==> config.mk <==
export PLATFORM = sky130hd
export DESIGN_NAME = acl_scan
export DESIGN_NICKNAME = d
export VERILOG_FILES = /design/src/design/acl_pkg.sv /design/src/design/acl_scan.sv
export SDC_FILE = /design/constraint.sdc
export NUM_CORES = 1
export LEC_CHECK = 0
export BUFFER_PORTS_ARGS = -buffer_cell sky130_fd_sc_hd__buf_2
export CORE_ASPECT_RATIO = 1.1
export CORE_MARGIN = 8
export CORE_UTILIZATION = 54
export DETAILED_ROUTE_END_ITERATION = 8
export PLACE_DENSITY = 0.86
export SLEW_MARGIN = 20
export SYNTH_ARGS = -nofsm -noshare
export SYNTH_HDL_FRONTEND = slang
export SYNTH_SLANG_ARGS = --single-unit
==> constraint.sdc <==
create_clock -name clk -period 4.7 [get_ports clk]
set_input_delay 0.94 -clock clk [delete_from_list [all_inputs] [get_ports clk]]
set_output_delay 0.94 -clock clk [all_outputs]
set_load 0.02 [all_outputs]
==> src/design/acl_pkg.sv <==
// shared types, codes and helper functions for the cidr access list filter
`default_nettype none
package acl_pkg;

  // table geometry
  localparam int TABLE_DEPTH = 1024;
  localparam int IDX_W       = $clog2(TABLE_DEPTH);
  localparam int FILL_W      = $clog2(TABLE_DEPTH + 1);
  localparam int COUNT_WIDTH = 32;

  // field widths
  localparam int OP_W    = 3;
  localparam int ADDR_W  = 32;
  localparam int PLEN_W  = 6;
  localparam int MODE_W  = 3;
  localparam int STAT_W  = 2;
  localparam int KIND_W  = 2;

  // operations
  localparam logic [OP_W-1:0] OP_CHECK     = 3'd0;
  localparam logic [OP_W-1:0] OP_ADD_ALLOW = 3'd1;
  localparam logic [OP_W-1:0] OP_ADD_BLOCK = 3'd2;
  localparam logic [OP_W-1:0] OP_REM_ALLOW = 3'd3;
  localparam logic [OP_W-1:0] OP_REM_BLOCK = 3'd4;

  // modes
  localparam logic [MODE_W-1:0] MODE_NONE       = 3'd0;
  localparam logic [MODE_W-1:0] MODE_LOOPBACK   = 3'd1;
  localparam logic [MODE_W-1:0] MODE_PRIVATE    = 3'd2;
  localparam logic [MODE_W-1:0] MODE_ALLOW_LIST = 3'd3;
  localparam logic [MODE_W-1:0] MODE_BLOCK_LIST = 3'd4;
  localparam logic [MODE_W-1:0] MODE_DENY       = 3'd5;

  // status codes
  localparam logic [STAT_W-1:0] STATUS_OK        = 2'd0;
  localparam logic [STAT_W-1:0] STATUS_FULL      = 2'd1;
  localparam logic [STAT_W-1:0] STATUS_NOT_FOUND = 2'd2;

  // scan kinds
  localparam logic [KIND_W-1:0] KIND_CHECK  = 2'd0;
  localparam logic [KIND_W-1:0] KIND_ADD    = 2'd1;
  localparam logic [KIND_W-1:0] KIND_REMOVE = 2'd2;

  // well-known leading octets
  localparam logic [7:0] OCT_LOOPBACK = 8'd127;
  localparam logic [7:0] OCT_TEN      = 8'd10;
  localparam logic [7:0] OCT_192      = 8'd192;
  localparam logic [7:0] OCT_168      = 8'd168;
  localparam logic [7:0] OCT_172      = 8'd172;
  localparam logic [7:0] OCT_16       = 8'd16;

  typedef struct packed {
    logic [OP_W-1:0]   operation;
    logic [ADDR_W-1:0] address;
    logic [PLEN_W-1:0] mask_len;
  } in_item_t;

  typedef struct packed {
    logic                   allowed;
    logic [STAT_W-1:0]      status;
    logic [COUNT_WIDTH-1:0] total_count;
    logic [COUNT_WIDTH-1:0] allowed_count;
    logic [COUNT_WIDTH-1:0] blocked_count;
  } out_item_t;

  typedef struct packed {
    logic              active;
    logic              is_allow;
    logic [PLEN_W-1:0] prefix;
    logic [ADDR_W-1:0] address;
  } entry_t;

  typedef struct packed {
    logic [KIND_W-1:0] kind;
    logic              want_allow;
    logic [PLEN_W-1:0] prefix;
    logic [ADDR_W-1:0] address;
  } scan_job_t;

  typedef struct packed {
    logic done;
    logic found;
  } scan_res_t;

  typedef struct packed {
    logic             en;
    logic [IDX_W-1:0] addr;
  } ram_rd_t;

  typedef struct packed {
    logic             en;
    logic [IDX_W-1:0] addr;
    entry_t           data;
  } ram_wr_t;

  // leading plen bits equal; zero matches all, 32 and above is exact
  function automatic logic prefix_match(input logic [ADDR_W-1:0] a,
                                        input logic [ADDR_W-1:0] b,
                                        input logic [PLEN_W-1:0] plen);
    logic [ADDR_W-1:0] mask;
    mask = ~({ADDR_W{1'b1}} >> plen);
    return ((a & mask) == (b & mask));
  endfunction

  // verdict for modes that need no table
  function automatic logic fixed_verdict(input logic [MODE_W-1:0] mode,
                                         input logic [ADDR_W-1:0] a);
    logic [7:0] o1;
    logic [7:0] o2;
    logic       v;
    o1 = a[31:24];
    o2 = a[23:16];
    case (mode)
      MODE_LOOPBACK: v = (o1 == OCT_LOOPBACK);
      MODE_PRIVATE:  v = ((o1 == OCT_192) && (o2 == OCT_168)) || (o1 == OCT_TEN) ||
                         ((o1 == OCT_172) && (o2 == OCT_16));
      MODE_DENY:     v = 1'b0;
      default:       v = 1'b1;
    endcase
    return v;
  endfunction

endpackage
`default_nettype wire

==> src/design/acl_scan.sv <==
// table walker: lookup, free-slot search and remove over the entry memory
`default_nettype none
module acl_scan (
  input  wire                        clk,
  input  wire                        rst_n,
  input  wire                        start_i,
  input  wire acl_pkg::scan_job_t    job_i,
  output acl_pkg::scan_res_t         res_o,
  output acl_pkg::ram_rd_t           rd_o,
  output acl_pkg::ram_wr_t           wr_o,
  input  wire acl_pkg::entry_t       rd_data_i
);

  acl_pkg::scan_job_t              job_r;
  logic                            busy_r, busy_nxt;
  logic                            pend_r, pend_nxt;
  logic [acl_pkg::IDX_W-1:0]       pend_idx_r, pend_idx_nxt;
  logic [acl_pkg::FILL_W-1:0]      rd_idx_r, rd_idx_nxt;
  // slots at and above the fill mark were never written and count as free
  logic [acl_pkg::FILL_W-1:0]      fill_r, fill_nxt;

  logic kind_match, match, hit, exhausted, issue, tail_ok;

  always_comb begin
    kind_match = rd_data_i.active && (rd_data_i.is_allow == job_r.want_allow);
    case (job_r.kind)
      acl_pkg::KIND_CHECK:
        match = kind_match &&
                acl_pkg::prefix_match(job_r.address, rd_data_i.address, rd_data_i.prefix);
      acl_pkg::KIND_ADD:    match = !rd_data_i.active;
      acl_pkg::KIND_REMOVE: match = kind_match && (rd_data_i.address == job_r.address);
      default:              match = 1'b0;
    endcase
    hit       = busy_r && pend_r && match;
    exhausted = busy_r && !pend_r && (rd_idx_r >= fill_r);
    issue     = busy_r && !hit && !exhausted && (rd_idx_r < fill_r);
    tail_ok   = (fill_r < acl_pkg::FILL_W'(acl_pkg::TABLE_DEPTH));

    rd_o.en   = issue;
    rd_o.addr = rd_idx_r[acl_pkg::IDX_W-1:0];

    wr_o.en               = 1'b0;
    wr_o.addr             = pend_idx_r;
    wr_o.data.active      = 1'b1;
    wr_o.data.is_allow    = job_r.want_allow;
    wr_o.data.prefix      = job_r.prefix;
    wr_o.data.address     = job_r.address;
    fill_nxt              = fill_r;
    if (hit && (job_r.kind == acl_pkg::KIND_ADD)) begin
      wr_o.en = 1'b1;
    end else if (hit && (job_r.kind == acl_pkg::KIND_REMOVE)) begin
      wr_o.en          = 1'b1;
      wr_o.data        = rd_data_i;
      wr_o.data.active = 1'b0;
    end else if (exhausted && (job_r.kind == acl_pkg::KIND_ADD) && tail_ok) begin
      wr_o.en   = 1'b1;
      wr_o.addr = fill_r[acl_pkg::IDX_W-1:0];
      fill_nxt  = fill_r + 1'b1;
    end

    res_o.done  = hit || exhausted;
    res_o.found = hit || (exhausted && (job_r.kind == acl_pkg::KIND_ADD) && tail_ok);

    busy_nxt     = start_i ? 1'b1 : (res_o.done ? 1'b0 : busy_r);
    rd_idx_nxt   = start_i ? '0 : (issue ? rd_idx_r + 1'b1 : rd_idx_r);
    pend_nxt     = issue;
    pend_idx_nxt = issue ? rd_idx_r[acl_pkg::IDX_W-1:0] : pend_idx_r;
  end

  always_ff @(posedge clk) begin
    if (!rst_n) begin
      busy_r <= 1'b0;
      pend_r <= 1'b0;
      fill_r <= '0;
    end else begin
      busy_r <= busy_nxt;
      pend_r <= pend_nxt;
      fill_r <= fill_nxt;
    end
  end

  always_ff @(posedge clk) begin
    rd_idx_r   <= rd_idx_nxt;
    pend_idx_r <= pend_idx_nxt;
    if (start_i) begin
      job_r <= job_i;
    end
  end

endmodule
`default_nettype wire

==> load_flow_metrics.sql, run 1 <==
INSERT INTO impl_metrics (metric_group, metric, value, unit) VALUES
('clock_tree', 'ctsHoldBuffers', '0', ''),
('timing', 'post_layout_worst_setup_margin', '388.9', 'ps'),
('synth', 'synth-adder-area-share', '0.03954', ''),
('synth', 'synth_cell_types', '55', ''),
('floorplan', 'ioPinCount', '148', ''),
('finish', 'post_route_cells_drive_above_1_share', '0.3423', ''),
('clock_tree', 'path_clk_slew', '80', 'ps'),
('worst_setup_path', 'endpoint_kind', 'output port', ''),
('drt', 'dr.first_iter.drc_count', '207', ''),
('synth', 'fraction_of_post_synthesis_cell_area_in_the_top_cell_type_by_area', '0.3723', ''),
('synth', 'synthXorXnorAreaFrac', '0.08303', ''),
('timing', 'finalCriticalPeriod', '4311', 'ps'),
('finish', 'syn2layout_area_growth', '20.68', '%'),
('finish', 'layout_fillers', '594', ''),
('pwr', 'p_leak', '2.117', 'nW'),
('drt', 'detailroute.via_count', '3502', ''),
('grt', 'aggregate_global_route_resource_usage', '0.2043', ''),
('timing', 'unrepaired_setup_endpoints_after_global_routing', 'false', ''),
('status', 'status', 'finished clean', ''),
('worst_setup_path', 'arrival', '3370', 'ps'),
('timing', 'timing.final.max_slew_violations', '0', ''),
('hold_path', 'worstHoldPathType', 'reg2reg', ''),
('grt', 'antenna_found_initial', '0', ''),
('finish', 'layout_common_cells', '146 x sky130_fd_sc_hd__buf_2, 51 x sky130_fd_sc_hd__edfxtp_1, 35 x sky130_fd_sc_hd__nand2_1', ''),
('finish', 'most_frequent_standard_cell_in_the_layout_excluding_fill_and_tap_cells', 'sky130_fd_sc_hd__buf_2', ''),
('pwr', 'total_power', '1.588', 'mW'),
('grt', 'global_route_wire_length_before_repair', '17.44', 'mm'),
('floorplan', 'floorplan_row_count', '33', ''),
('timing', 'final_min_period_over_clock_period', '0.9173', ''),
('clock_tree', 'clock_insertion_delay_worst_skew', '330', 'ps'),
('clock_tree', 'post-cts-setup-buffers', '0', ''),
('synth', 'syn-cell-area', '0.004114', 'sq mm'),
('timing', 'timing.max_slew.rel_slack', '0.5629', ''),
('clock_tree', 'cts-root-to-sink-buffers', '2', ''),
('synth', 'synthesized_area_divided_by_synthesized_cell_count', '10.03', 'sq um'),
('worst_setup_path', 'critical_path.startpoint_type', 'primary input', ''),
('synth', 'synthesis.instances', '410', ''),
('drt', 'route.detailed.drc', '0', ''),
('synth', 'synth-warning-count', '0', ''),
('drt', 'detail-route-antenna-nets', '0', ''),
('clock_tree', 'tritoncts', 'done', ''),
('clock_tree', 'cts.sink_count', '75', ''),
('floorplan', 'fp.dieArea', '0.01067', 'sq mm'),
('drt', 'vias_per_cell', '5.741', ''),
('job', 'drv_cap', '0', ''),
('synth', 'main_combinational_cell_family_by_area_after_synthesis', 'simple AND/OR/NAND/NOR gates', ''),
('timing', 'worst_clock_skew', '11.53', 'ps'),
('worst_setup_path', 'criticalPathCategory', 'in2out', ''),
('synth', 'synth_mux_area_frac', '0.02889', ''),
('placed_design', 'hpwl', '8.930', 'mm'),
('floorplan', 'die_h', '107.5', 'microns'),
('pwr', 'power_density', '319.9', 'mW/mm^2'),
('floorplan', 'die-width', '99.22', 'microns'),
('placed_design', 'dp_slack', '276.1', 'ps'),
('synth', 'synthFlopType', 'sky130_fd_sc_hd__edfxtp_1', ''),
('synth', 'synthesized_flop_and_latch_total', '75', ''),
('synth', 'synth.top_cells.by_area', 'sky130_fd_sc_hd__edfxtp_1 37%, sky130_fd_sc_hd__dfxtp_1 12%, sky130_fd_sc_hd__xnor2_1 4.9%, sky130_fd_sc_hd__ha_1 4.0%, sky130_fd_sc_hd__o21ai_0 3.5%', ''),
('floorplan', 'starting_density_of_the_core', '0.5535', ''),
('clock_tree', 'cts_resized', '0', ''),
('synth', 'async_flop_share', '0', ''),
('clock_tree', 'cts_htree_levels', '3', ''),
('grt', 'grt_overflow', '0', ''),
('finish', 'post_layout_cell_count', '610', ''),
('grt', 'vias_in_the_first_global_route', '3645', ''),
('timing', 'final_setup_fails', '0', ''),
('timing', 'max_freq', '232.0', 'MHz'),
('clock_tree', 'tritoncts.num_buffers', '9', ''),
('synth', 'post_synth_edffs', '51', ''),
('drt', 'route.detailed.wl_per_inst', '18.42', 'microns'),
('synth', 'sequential_cell_area_fraction_in_the_yosys_report', '0.4891', ''),
('finish', 'number_of_nets_in_the_layout', '615', '');
-- synth_stat cells, types with 2 or more instances --
| master | count |
|---|---|
| sky130_fd_sc_hd__edfxtp_1 | 51 |
| sky130_fd_sc_hd__clkbuf_1 | 36 |
| sky130_fd_sc_hd__nand2_1 | 35 |
| sky130_fd_sc_hd__o21ai_0 | 29 |
| sky130_fd_sc_hd__dfxtp_1 | 24 |
| sky130_fd_sc_hd__xnor2_1 | 23 |
| sky130_fd_sc_hd__inv_1 | 19 |
| sky130_fd_sc_hd__nor2_1 | 19 |
| sky130_fd_sc_hd__xor2_1 | 16 |
| sky130_fd_sc_hd__nand3_1 | 14 |
| sky130_fd_sc_hd__a21oi_1 | 13 |
| sky130_fd_sc_hd__ha_1 | 13 |
| sky130_fd_sc_hd__buf_4 | 11 |
| sky130_fd_sc_hd__nor2b_1 | 10 |
| sky130_fd_sc_hd__nand4_1 | 8 |
| sky130_fd_sc_hd__or3_1 | 8 |
| sky130_fd_sc_hd__a21o_1 | 7 |
| sky130_fd_sc_hd__mux2_2 | 7 |
| sky130_fd_sc_hd__nor3_1 | 6 |
| sky130_fd_sc_hd__buf_2 | 4 |
| sky130_fd_sc_hd__mux2i_1 | 4 |
| sky130_fd_sc_hd__o2111ai_1 | 4 |
| sky130_fd_sc_hd__and3_1 | 3 |
| sky130_fd_sc_hd__nor4_1 | 3 |
| sky130_fd_sc_hd__o22ai_1 | 3 |
| sky130_fd_sc_hd__o31ai_1 | 3 |
| sky130_fd_sc_hd__o41ai_1 | 3 |
| sky130_fd_sc_hd__or4_1 | 3 |
| sky130_fd_sc_hd__a31oi_1 | 2 |
| sky130_fd_sc_hd__and2_1 | 2 |
| sky130_fd_sc_hd__o211ai_1 | 2 |
| sky130_fd_sc_hd__o31ai_2 | 2 |
-- kinds of logic (layout without fill, tap and decap cells) --
family	Yosys count	after routing
fa+ha+maj	13	13
simple gates	118	118
mux	11	11
compound gates	81	81
xor+xnor	39	39
flops	75	75
buf+inv	73	186
-- layout make-up --
cell class                      instances  area, sq um  area share
Sequential cell                        75         2012      0.4052
Tap cell                               87        108.9     0.02193
Multi-Input combinational cell        262         1774      0.3574
Inverter                               20        75.07     0.01512
Timing Repair Buffer                  150        760.7      0.1532
Clock buffer                           11        131.4     0.02646
Clock inverter                          5        102.6     0.02067
-- state kept, by name, summed over array words and instances, names as in the netlist --
signal,flops
job_r,41
pend_idx_r,10
fill_r,11
busy_r,1
pend_r,1
rd_idx_r,11
-- worst max-delay path, stage by stage --
cell and delay (ps):
sky130_fd_sc_hd__buf_2 100, sky130_fd_sc_hd__xor2_1 170, sky130_fd_sc_hd__nor4_1 370, sky130_fd_sc_hd__nand3_1 180, sky130_fd_sc_hd__o41ai_1 370, sky130_fd_sc_hd__o31ai_2 240
sky130_fd_sc_hd__nor3b_4 430, sky130_fd_sc_hd__mux2_2 390, sky130_fd_sc_hd__buf_2 160
-- metrics by stage --
| step | utilization | area (sq um) |
|---|---|---|
| 6_report | 0.6680 | 4965 |
| 5_1_grt | 0.6680 | 4965 |
| 4_1_cts | 0.6677 | 4962 |
| 3_5_place_dp | 0.6362 | 4728 |
| 3_3_place_gp | 0.6362 | 4728 |
| 2_1_floorplan | - | 4114 |
-- path summary, 6_finish.rpt --
kind                               to              startpoint  slack, ps  cells past startpoint
min            fill_r[4]$_SDFFE_PN0P_  fill_r[4]$_SDFFE_PN0P_        470                      2
max                          wr_o[35]           rd_data_i[30]        390                      9
min reg2reg    fill_r[4]$_SDFFE_PN0P_  fill_r[4]$_SDFFE_PN0P_        470                      2
max reg2reg  rd_idx_r[1]$_SDFFE_PP0P_     job_r[15]$_DFFE_PP_       2060                      9
-- power breakdown --
| group | internal (mW) | total, mW | switching, mW |
|---|---|---|---|
| combinational | 0.0932 | 0.238 | 0.145 |
| sequential | 0.738 | 0.759 | 0.0207 |
| clock | 0.353 | 0.591 | 0.238 |
-- routing by layer --
layer,track usage,up-vias,routed length (microns)
met2,0.3697,186,5736
met5,0,-,0
met4,0.06818,0,172
met3,0.07180,19,1086
li1,-,1665,-
met1,0.2158,1632,4241
Power figures use the tool's default switching activity.
==> run 2, diff against run 1 <==
--- a/config.mk
+++ b/config.mk
@@ -7,7 +7,7 @@
 export LEC_CHECK = 0
 export BUFFER_PORTS_ARGS = -buffer_cell sky130_fd_sc_hd__buf_2
 export CORE_ASPECT_RATIO = 1.1
-export CORE_MARGIN = 8
+export CORE_MARGIN = 1.5
 export CORE_UTILIZATION = 54
 export DETAILED_ROUTE_END_ITERATION = 8
 export PLACE_DENSITY = 0.86
==> run 2 against run 1 <==
- sequential share of layout area increased by 0.29 points
- register-to-register slack worse by 140 ps
- setup slack got worse by 62 ps
- largest cell class unchanged
- largest power group unchanged
- highest routed layer unchanged
==> load_flow_metrics.sql, run 2 (synthesis results as in run 1) <==
INSERT INTO impl_metrics (metric_group, metric, value, unit) VALUES
('worst_setup_path', 'worst-endpoint-required', '3760', 'ps'),
('clock_tree', 'cts.sink_count', '75', ''),
('finish', 'number_of_nets_in_the_layout', '615', ''),
('timing', 'timing.max_slew.rel_slack', '0.4882', ''),
('grt', 'antenna_found_initial', '0', ''),
('finish', 'layout_common_cells', '147 x sky130_fd_sc_hd__buf_2, 51 x sky130_fd_sc_hd__edfxtp_1, 35 x sky130_fd_sc_hd__nand2_1', ''),
('job', 'drv_cap', '0', ''),
('finish', 'top_regs', 'job_r x41, fill_r x11, rd_idx_r x11', ''),
('pwr', 'power_density', '306.0', 'mW/mm^2'),
('worst_setup_path', 'arrival', '3430', 'ps'),
('finish', 'post_layout_cell_count', '610', ''),
('floorplan', 'fp.dieArea', '0.008152', 'sq mm'),
('clock_tree', 'ctsHoldBuffers', '0', ''),
('placed_design', 'port_buffers', '147', ''),
('finish', 'post_route_cells_drive_above_1_share', '0.3461', ''),
('worst_setup_path', 'criticalPathCategory', 'in2out', ''),
('clock_tree', 'path_clk_slew', '70', 'ps'),
('clock_tree', 'ctsRootBufferMaster', 'sky130_fd_sc_hd__clkbuf_8', ''),
('placed_design', 'gp_congestion', '0.9486', ''),
('finish', 'most_frequent_standard_cell_in_the_layout_excluding_fill_and_tap_cells', 'sky130_fd_sc_hd__buf_2', ''),
('hold_path', 'worstHoldPathType', 'reg2reg', ''),
('timing', 'worst_clock_skew', '12.98', 'ps'),
('drt', 'detail-route-antenna-nets', '0', ''),
('timing', 'timing.final.max_slew_violations', '0', ''),
('clock_tree', 'post-cts-setup-buffers', '0', ''),
('placed_design', 'dpl-instance-area', '0.004728', 'sq mm'),
('timing', 'unrepaired_setup_endpoints_after_global_routing', 'false', ''),
('drt', 'route.detailed.drc', '0', ''),
('drt', 'routed_wl', '10.59', 'mm'),
('drt', 'met2RoutedLength', '5.367', 'mm'),
('clock_tree', 'cts_htree_levels', '3', ''),
('floorplan', 'floorplan_row_count', '33', ''),
('timing', 'final_setup_fails', '0', ''),
('timing', 'finalCriticalPeriod', '4373', 'ps'),
('timing', 'post_layout_worst_setup_margin', '326.9', 'ps'),
('drt', 'met3_length', '946', 'microns'),
('drt', 'drt_first_pass_iters', '5', ''),
('floorplan', 'die_h', '94.55', 'microns'),
('finish', 'regMostFlops', 'job_r', ''),
('floorplan', 'die-width', '86.22', 'microns'),
('timing', 'max_freq', '228.7', 'MHz'),
('status', 'status', 'finished clean', ''),
('grt', 'aggregate_global_route_resource_usage', '0.2549', ''),
('drt', 'vias_per_cell', '5.798', ''),
('worst_setup_path', 'endpoint_kind', 'output port', ''),
('placed_design', 'dp_cells', '594', ''),
('timing', 'final_min_period_over_clock_period', '0.9304', ''),
('clock_tree', 'cts-root-to-sink-buffers', '2', ''),
('clock_tree', 'tritoncts.num_buffers', '9', ''),
('timing', 'worst_slew_pin_slew', '765.6', 'ps'),
('floorplan', 'starting_density_of_the_core', '0.5535', ''),
('grt', 'vias_in_the_first_global_route', '3398', ''),
('finish', 'final_core_util', '0.6633', ''),
('finish', 'syn2layout_area_growth', '19.83', '%'),
('pwr', 'p_leak', '2.103', 'nW'),
('clock_tree', 'clock_insertion_delay_worst_skew', '350', 'ps'),
('drt', 'detail_route.wirelength.met1', '4.009', 'mm'),
('finish', 'largest_reg_flops', '41', ''),
('drt', 'route.detailed.wl_per_inst', '17.36', 'microns'),
('timing', 'hold_viol', '0', ''),
('finish', 'final_area', '0.004930', 'sq mm'),
('clock_tree', 'tritoncts', 'done', ''),
('pwr', 'total_power', '1.508', 'mW'),
('pwr', 'vdd.ir_drop.worst', '200.7', 'uV'),
('grt', 'grt_max_degree', '55', ''),
('clock_tree', 'cts_resized', '0', ''),
('placed_design', 'hpwl', '7.986', 'mm'),
('timing', 'fin_tns_setup', '0', 'ps'),
('floorplan', 'ioPinCount', '148', ''),
('worst_setup_path', 'crit_path_max_fanout', '8', ''),
('worst_setup_path', 'critical_path.startpoint_type', 'primary input', ''),
('finish', 'layout_fillers', '571', ''),
('drt', 'highest_metal_layer_with_signal_wires', 'met4', ''),
('grt', 'global_route_wire_length_before_repair', '15.79', 'mm'),
('drt', 'dr.first_iter.drc_count', '161', ''),
('placed_design', 'dp_slack', '342.5', 'ps'),
('grt', 'grt_overflow', '0', ''),
('floorplan', 'core_area', '0.007432', 'sq mm'),
('drt', 'detailroute.via_count', '3537', ''),
('finish', 'diodes', '0', ''),
('timing', 'worst_hold_slack', '468.7', 'ps');
run 2: changes by cell type in the layout (fill, tap and decap cells not counted), sizes merged:
cell    delta
bufinv     -2
clkbuf     -2
clkinv     +3
inv        +1
run 2: layout make-up:
class / instances / area, sq um / area share
Sequential cell: 75 / 2012 / 0.4081
Multi-Input combinational cell: 262 / 1774 / 0.3599
Timing Repair Buffer: 150 / 758.2 / 0.1538
Clock buffer: 9 / 123.9 / 0.02513
Tap cell: 87 / 108.9 / 0.02208
Clock inverter: 7 / 77.57 / 0.01574
Inverter: 20 / 75.07 / 0.01523
run 2: path summary, 6_finish.rpt:
check | startpoint | endpoint | slack [ps] | depth (start not counted)
worst max-delay path | rd_data_i[30] | wr_o[34] | 330 | 9
worst min-delay path | fill_r[4]$_SDFFE_PN0P_ | fill_r[4]$_SDFFE_PN0P_ | 470 | 2
worst max register to register | fill_r[2]$_SDFFE_PN0P_ | fill_r[1]$_SDFFE_PN0P_ | 1920 | 10
worst min register to register | fill_r[4]$_SDFFE_PN0P_ | fill_r[4]$_SDFFE_PN0P_ | 470 | 2
run 2: routing by layer:
layer / GRT usage / vias up
li1: - / 1654
met1: 0.2939 / 1637
met2: 0.4521 / 215
met3: 0.05594 / 31
met4: 0.1169 / 0
met5: 0 / -
run 2: critical path: stages:
cell and delay, ps:
sky130_fd_sc_hd__buf_2 100, sky130_fd_sc_hd__xor2_1 180, sky130_fd_sc_hd__nor4_1 470, sky130_fd_sc_hd__nand3_1 160
sky130_fd_sc_hd__o41ai_1 330, sky130_fd_sc_hd__o31ai_2 230, sky130_fd_sc_hd__nor3b_4 470, sky130_fd_sc_hd__mux2_2 390
sky130_fd_sc_hd__buf_2 160
run 2: where the power goes:
part / internal [mW] / total, mW / leakage, nW / switching (mW)
clock network: 0.249 / 0.512 / 0.0998 / 0.263
logic: 0.0930 / 0.237 / 1.32 / 0.144
registers: 0.738 / 0.759 / 0.683 / 0.0204
total: 1.08 / 1.51 / 2.10 / 0.428
==> run 3, diff against run 2 <==
--- a/config.mk
+++ b/config.mk
@@ -8,9 +8,9 @@
 export BUFFER_PORTS_ARGS = -buffer_cell sky130_fd_sc_hd__buf_2
 export CORE_ASPECT_RATIO = 1.1
 export CORE_MARGIN = 1.5
-export CORE_UTILIZATION = 54
+export CORE_UTILIZATION = 45
 export DETAILED_ROUTE_END_ITERATION = 8
-export PLACE_DENSITY = 0.86
+export PLACE_DENSITY = 0.76
 export SLEW_MARGIN = 20
 export SYNTH_ARGS = -nofsm -noshare
 export SYNTH_HDL_FRONTEND = slang
==> constraint.sdc (replaced) <==
create_clock -name clk -period 3.9 [get_ports clk]
set_input_delay 0.78 -clock clk [delete_from_list [all_inputs] [get_ports clk]]
set_output_delay 0.78 -clock clk [all_outputs]
set_load 0.02 [all_outputs]
==> run 3 against run 2 <==
- global-route usage decreased by 3.6 points
- clock-buffer cell count is the same
- setup slack got worse by 200 ps
- design area rose by 2.8%
- sequential cell count unchanged
- total power is 19% higher
- critical path depth up 1
- clock power up 16%
- combinational power is 23% higher
- critical endpoint is now res_o[0]
- largest cell class unchanged
==> load_flow_metrics.sql, run 3 (synthesis results as in run 1) <==
INSERT INTO impl_metrics (metric_group, metric, value, unit) VALUES
('finish', 'number_of_nets_in_the_layout', '627', ''),
('worst_setup_path', 'timing.reg2reg.setup_slack', '1220', 'ps'),
('clock_tree', 'ctsHoldBuffers', '0', ''),
('timing', 'finalCriticalPeriod', '3777', 'ps'),
('placed_design', 'dpl-instance-area', '0.004852', 'sq mm'),
('timing', 'final_setup_fails', '0', ''),
('drt', 'dr.first_iter.drc_count', '174', ''),
('floorplan', 'starting_density_of_the_core', '0.4636', ''),
('floorplan', 'die-width', '94.17', 'microns'),
('finish', 'post_layout_cell_count', '649', ''),
('drt', 'detailroute.via_count', '3492', ''),
('floorplan', 'die_h', '103.3', 'microns'),
('placed_design', 'hpwl', '8.175', 'mm'),
('drt', 'routed_wl', '10.52', 'mm'),
('job', 'drv_cap', '0', ''),
('timing', 'fin_tns_setup', '0', 'ps'),
('worst_setup_path', 'crit-reg2reg-capture', 'rd_idx_r[1]$_SDFFE_PP0P_', ''),
('floorplan', 'ioPinCount', '148', ''),
('finish', 'layout_common_cells', '146 x sky130_fd_sc_hd__buf_2, 51 x sky130_fd_sc_hd__edfxtp_1, 35 x sky130_fd_sc_hd__nand2_1', ''),
('status', 'status', 'finished clean', ''),
('worst_setup_path', 'arrival', '3000', 'ps'),
('worst_setup_path', 'worst-endpoint-required', '3120', 'ps'),
('pwr', 'power_density', '355.7', 'mW/mm^2'),
('hold_path', 'whs_endpoint', 'fill_r[4]$_SDFFE_PN0P_', ''),
('hold_path', 'worstHoldStart', 'fill_r[4]$_SDFFE_PN0P_', ''),
('clock_tree', 'tritoncts.num_buffers', '9', ''),
('drt', 'route.detailed.drc', '0', ''),
('worst_setup_path', 'r2r_cells', '10', ''),
('worst_setup_path', 'criticalPathCategory', 'in2out', ''),
('clock_tree', 'cts.sink_count', '75', ''),
('finish', 'final_area', '0.005067', 'sq mm'),
('placed_design', 'dp_cells', '633', ''),
('grt', 'aggregate_global_route_resource_usage', '0.2192', ''),
('finish', 'final_core_util', '0.5711', ''),
('clock_tree', 'clock_insertion_delay_worst_skew', '360', 'ps'),
('timing', 'post_layout_worst_setup_margin', '123.4', 'ps'),
('finish', 'regMostFlops', 'job_r', ''),
('timing', 'final_min_period_over_clock_period', '0.9683', ''),
('clock_tree', 'cts_htree_levels', '3', ''),
('clock_tree', 'cts_resized', '0', ''),
('grt', 'grt_overflow', '0', ''),
('hold_path', 'hold_depth', '2', ''),
('drt', 'vias_per_cell', '5.381', ''),
('finish', 'post_route_cells_drive_above_1_share', '0.3645', ''),
('clock_tree', 'path_clk_slew', '80', 'ps'),
('clock_tree', 'cts-root-to-sink-buffers', '2', ''),
('grt', 'grt_max_degree', '55', ''),
('timing', 'worst_clock_skew', '12.37', 'ps'),
('finish', 'syn2layout_area_growth', '23.18', '%'),
('timing', 'unrepaired_setup_endpoints_after_global_routing', 'false', ''),
('finish', 'diodes', '0', ''),
('placed_design', 'port_buffers', '147', ''),
('finish', 'most_frequent_standard_cell_in_the_layout_excluding_fill_and_tap_cells', 'sky130_fd_sc_hd__buf_2', ''),
('clock_tree', 'post-cts-setup-buffers', '0', ''),
('drt', 'drt_first_pass_iters', '6', ''),
('pwr', 'total_power', '1.802', 'mW'),
('finish', 'largest_reg_flops', '41', ''),
('drt', 'route.detailed.wl_per_inst', '16.20', 'microns'),
('drt', 'detail-route-antenna-nets', '0', ''),
('timing', 'timing.max_slew.rel_slack', '0.5494', ''),
('floorplan', 'fp.dieArea', '0.009725', 'sq mm'),
('worst_setup_path', 'r2r_start', 'job_r[15]$_DFFE_PP_', ''),
('floorplan', 'floorplan_row_count', '36', ''),
('hold_path', 'worstHoldPathType', 'reg2reg', ''),
('clock_tree', 'tritoncts', 'done', ''),
('placed_design', 'gp_congestion', '0.9581', ''),
('grt', 'global_route_wire_length_before_repair', '16.04', 'mm'),
('pwr', 'p_leak', '2.163', 'nW'),
('clock_tree', 'ctsRootBufferMaster', 'sky130_fd_sc_hd__clkbuf_8', ''),
('worst_setup_path', 'endpoint_kind', 'output port', ''),
('timing', 'hold_viol', '0', ''),
('finish', 'top_regs', 'job_r x41, fill_r x11, rd_idx_r x11', ''),
('worst_setup_path', 'critical_path.startpoint_type', 'primary input', ''),
('floorplan', 'core_area', '0.008874', 'sq mm'),
('timing', 'worst_slew_pin_slew', '675.9', 'ps'),
('timing', 'worst_hold_slack', '469.1', 'ps'),
('placed_design', 'dp_slack', '102.4', 'ps'),
('grt', 'antenna_found_initial', '0', ''),
('timing', 'max_freq', '264.8', 'MHz'),
('timing', 'timing.final.max_slew_violations', '0', ''),
('worst_setup_path', 'crit_path_max_fanout', '9', ''),
('pwr', 'vdd.ir_drop.worst', '183.2', 'uV'),
('grt', 'vias_in_the_first_global_route', '3347', '');
[run 3: cell count changes in the layout (fill, tap and decap cells not counted), sizes merged]
cell      delta
clkinvlp     +1
buf         +12
inv          -1
[run 3: cell type report]
type | count | area [sq um]
Fill cell | 803 | 3806
Clock inverter | 7 | 68.82
Timing Repair Buffer | 162 | 850.8
Clock buffer | 9 | 123.9
Multi-Input combinational cell | 262 | 1794
Sequential cell | 75 | 2012
Inverter | 20 | 75.07
Tap cell | 114 | 142.6
[run 3: layer usage]
metal / part of all wire / GRT usage / vias to the layer above
met5: 0 / 0 / -
met4: 0.021 / 0.08611 / 0
met3: 0.078 / 0.06579 / 21
met2: 0.52 / 0.3946 / 147
met1: 0.38 / 0.2428 / 1643
li1: - / - / 1681
[run 3: worst max path at each step]
| stage | startpoint | endpoint | depth (start not counted) |
|---|---|---|---|
| 3_3_place_gp | rd_data_i[38] | wr_o[34] | 9 |
| 3_5_place_dp | rd_data_i[38] | wr_o[32] | 9 |
| 2_1_floorplan | rd_data_i[32] | wr_o[50] | 8 |
| 5_1_grt | rd_data_i[32] | wr_o[50] | 10 |
| 4_1_cts | fill_r[2]$_SDFFE_PN0P_ | wr_o[44] | 12 |
| 6_report | rd_data_i[32] | res_o[0] | 10 |
[run 3: worst max-delay path, stage by stage]
cell and delay, ps:
sky130_fd_sc_hd__buf_2 150, sky130_fd_sc_hd__o31ai_2 290, sky130_fd_sc_hd__nand2_1 120, sky130_fd_sc_hd__a22o_1 260, sky130_fd_sc_hd__a211o_1 250, sky130_fd_sc_hd__o41a_1 450, sky130_fd_sc_hd__or2_2 320, sky130_fd_sc_hd__nand2_1 100
sky130_fd_sc_hd__buf_4 130, sky130_fd_sc_hd__buf_2 150
[run 3: report_power, final]
group,switching (mW),internal [mW]
Clock,0.304,0.293
Combinational,0.174,0.117
Sequential,0.0248,0.890
Total,0.503,1.30
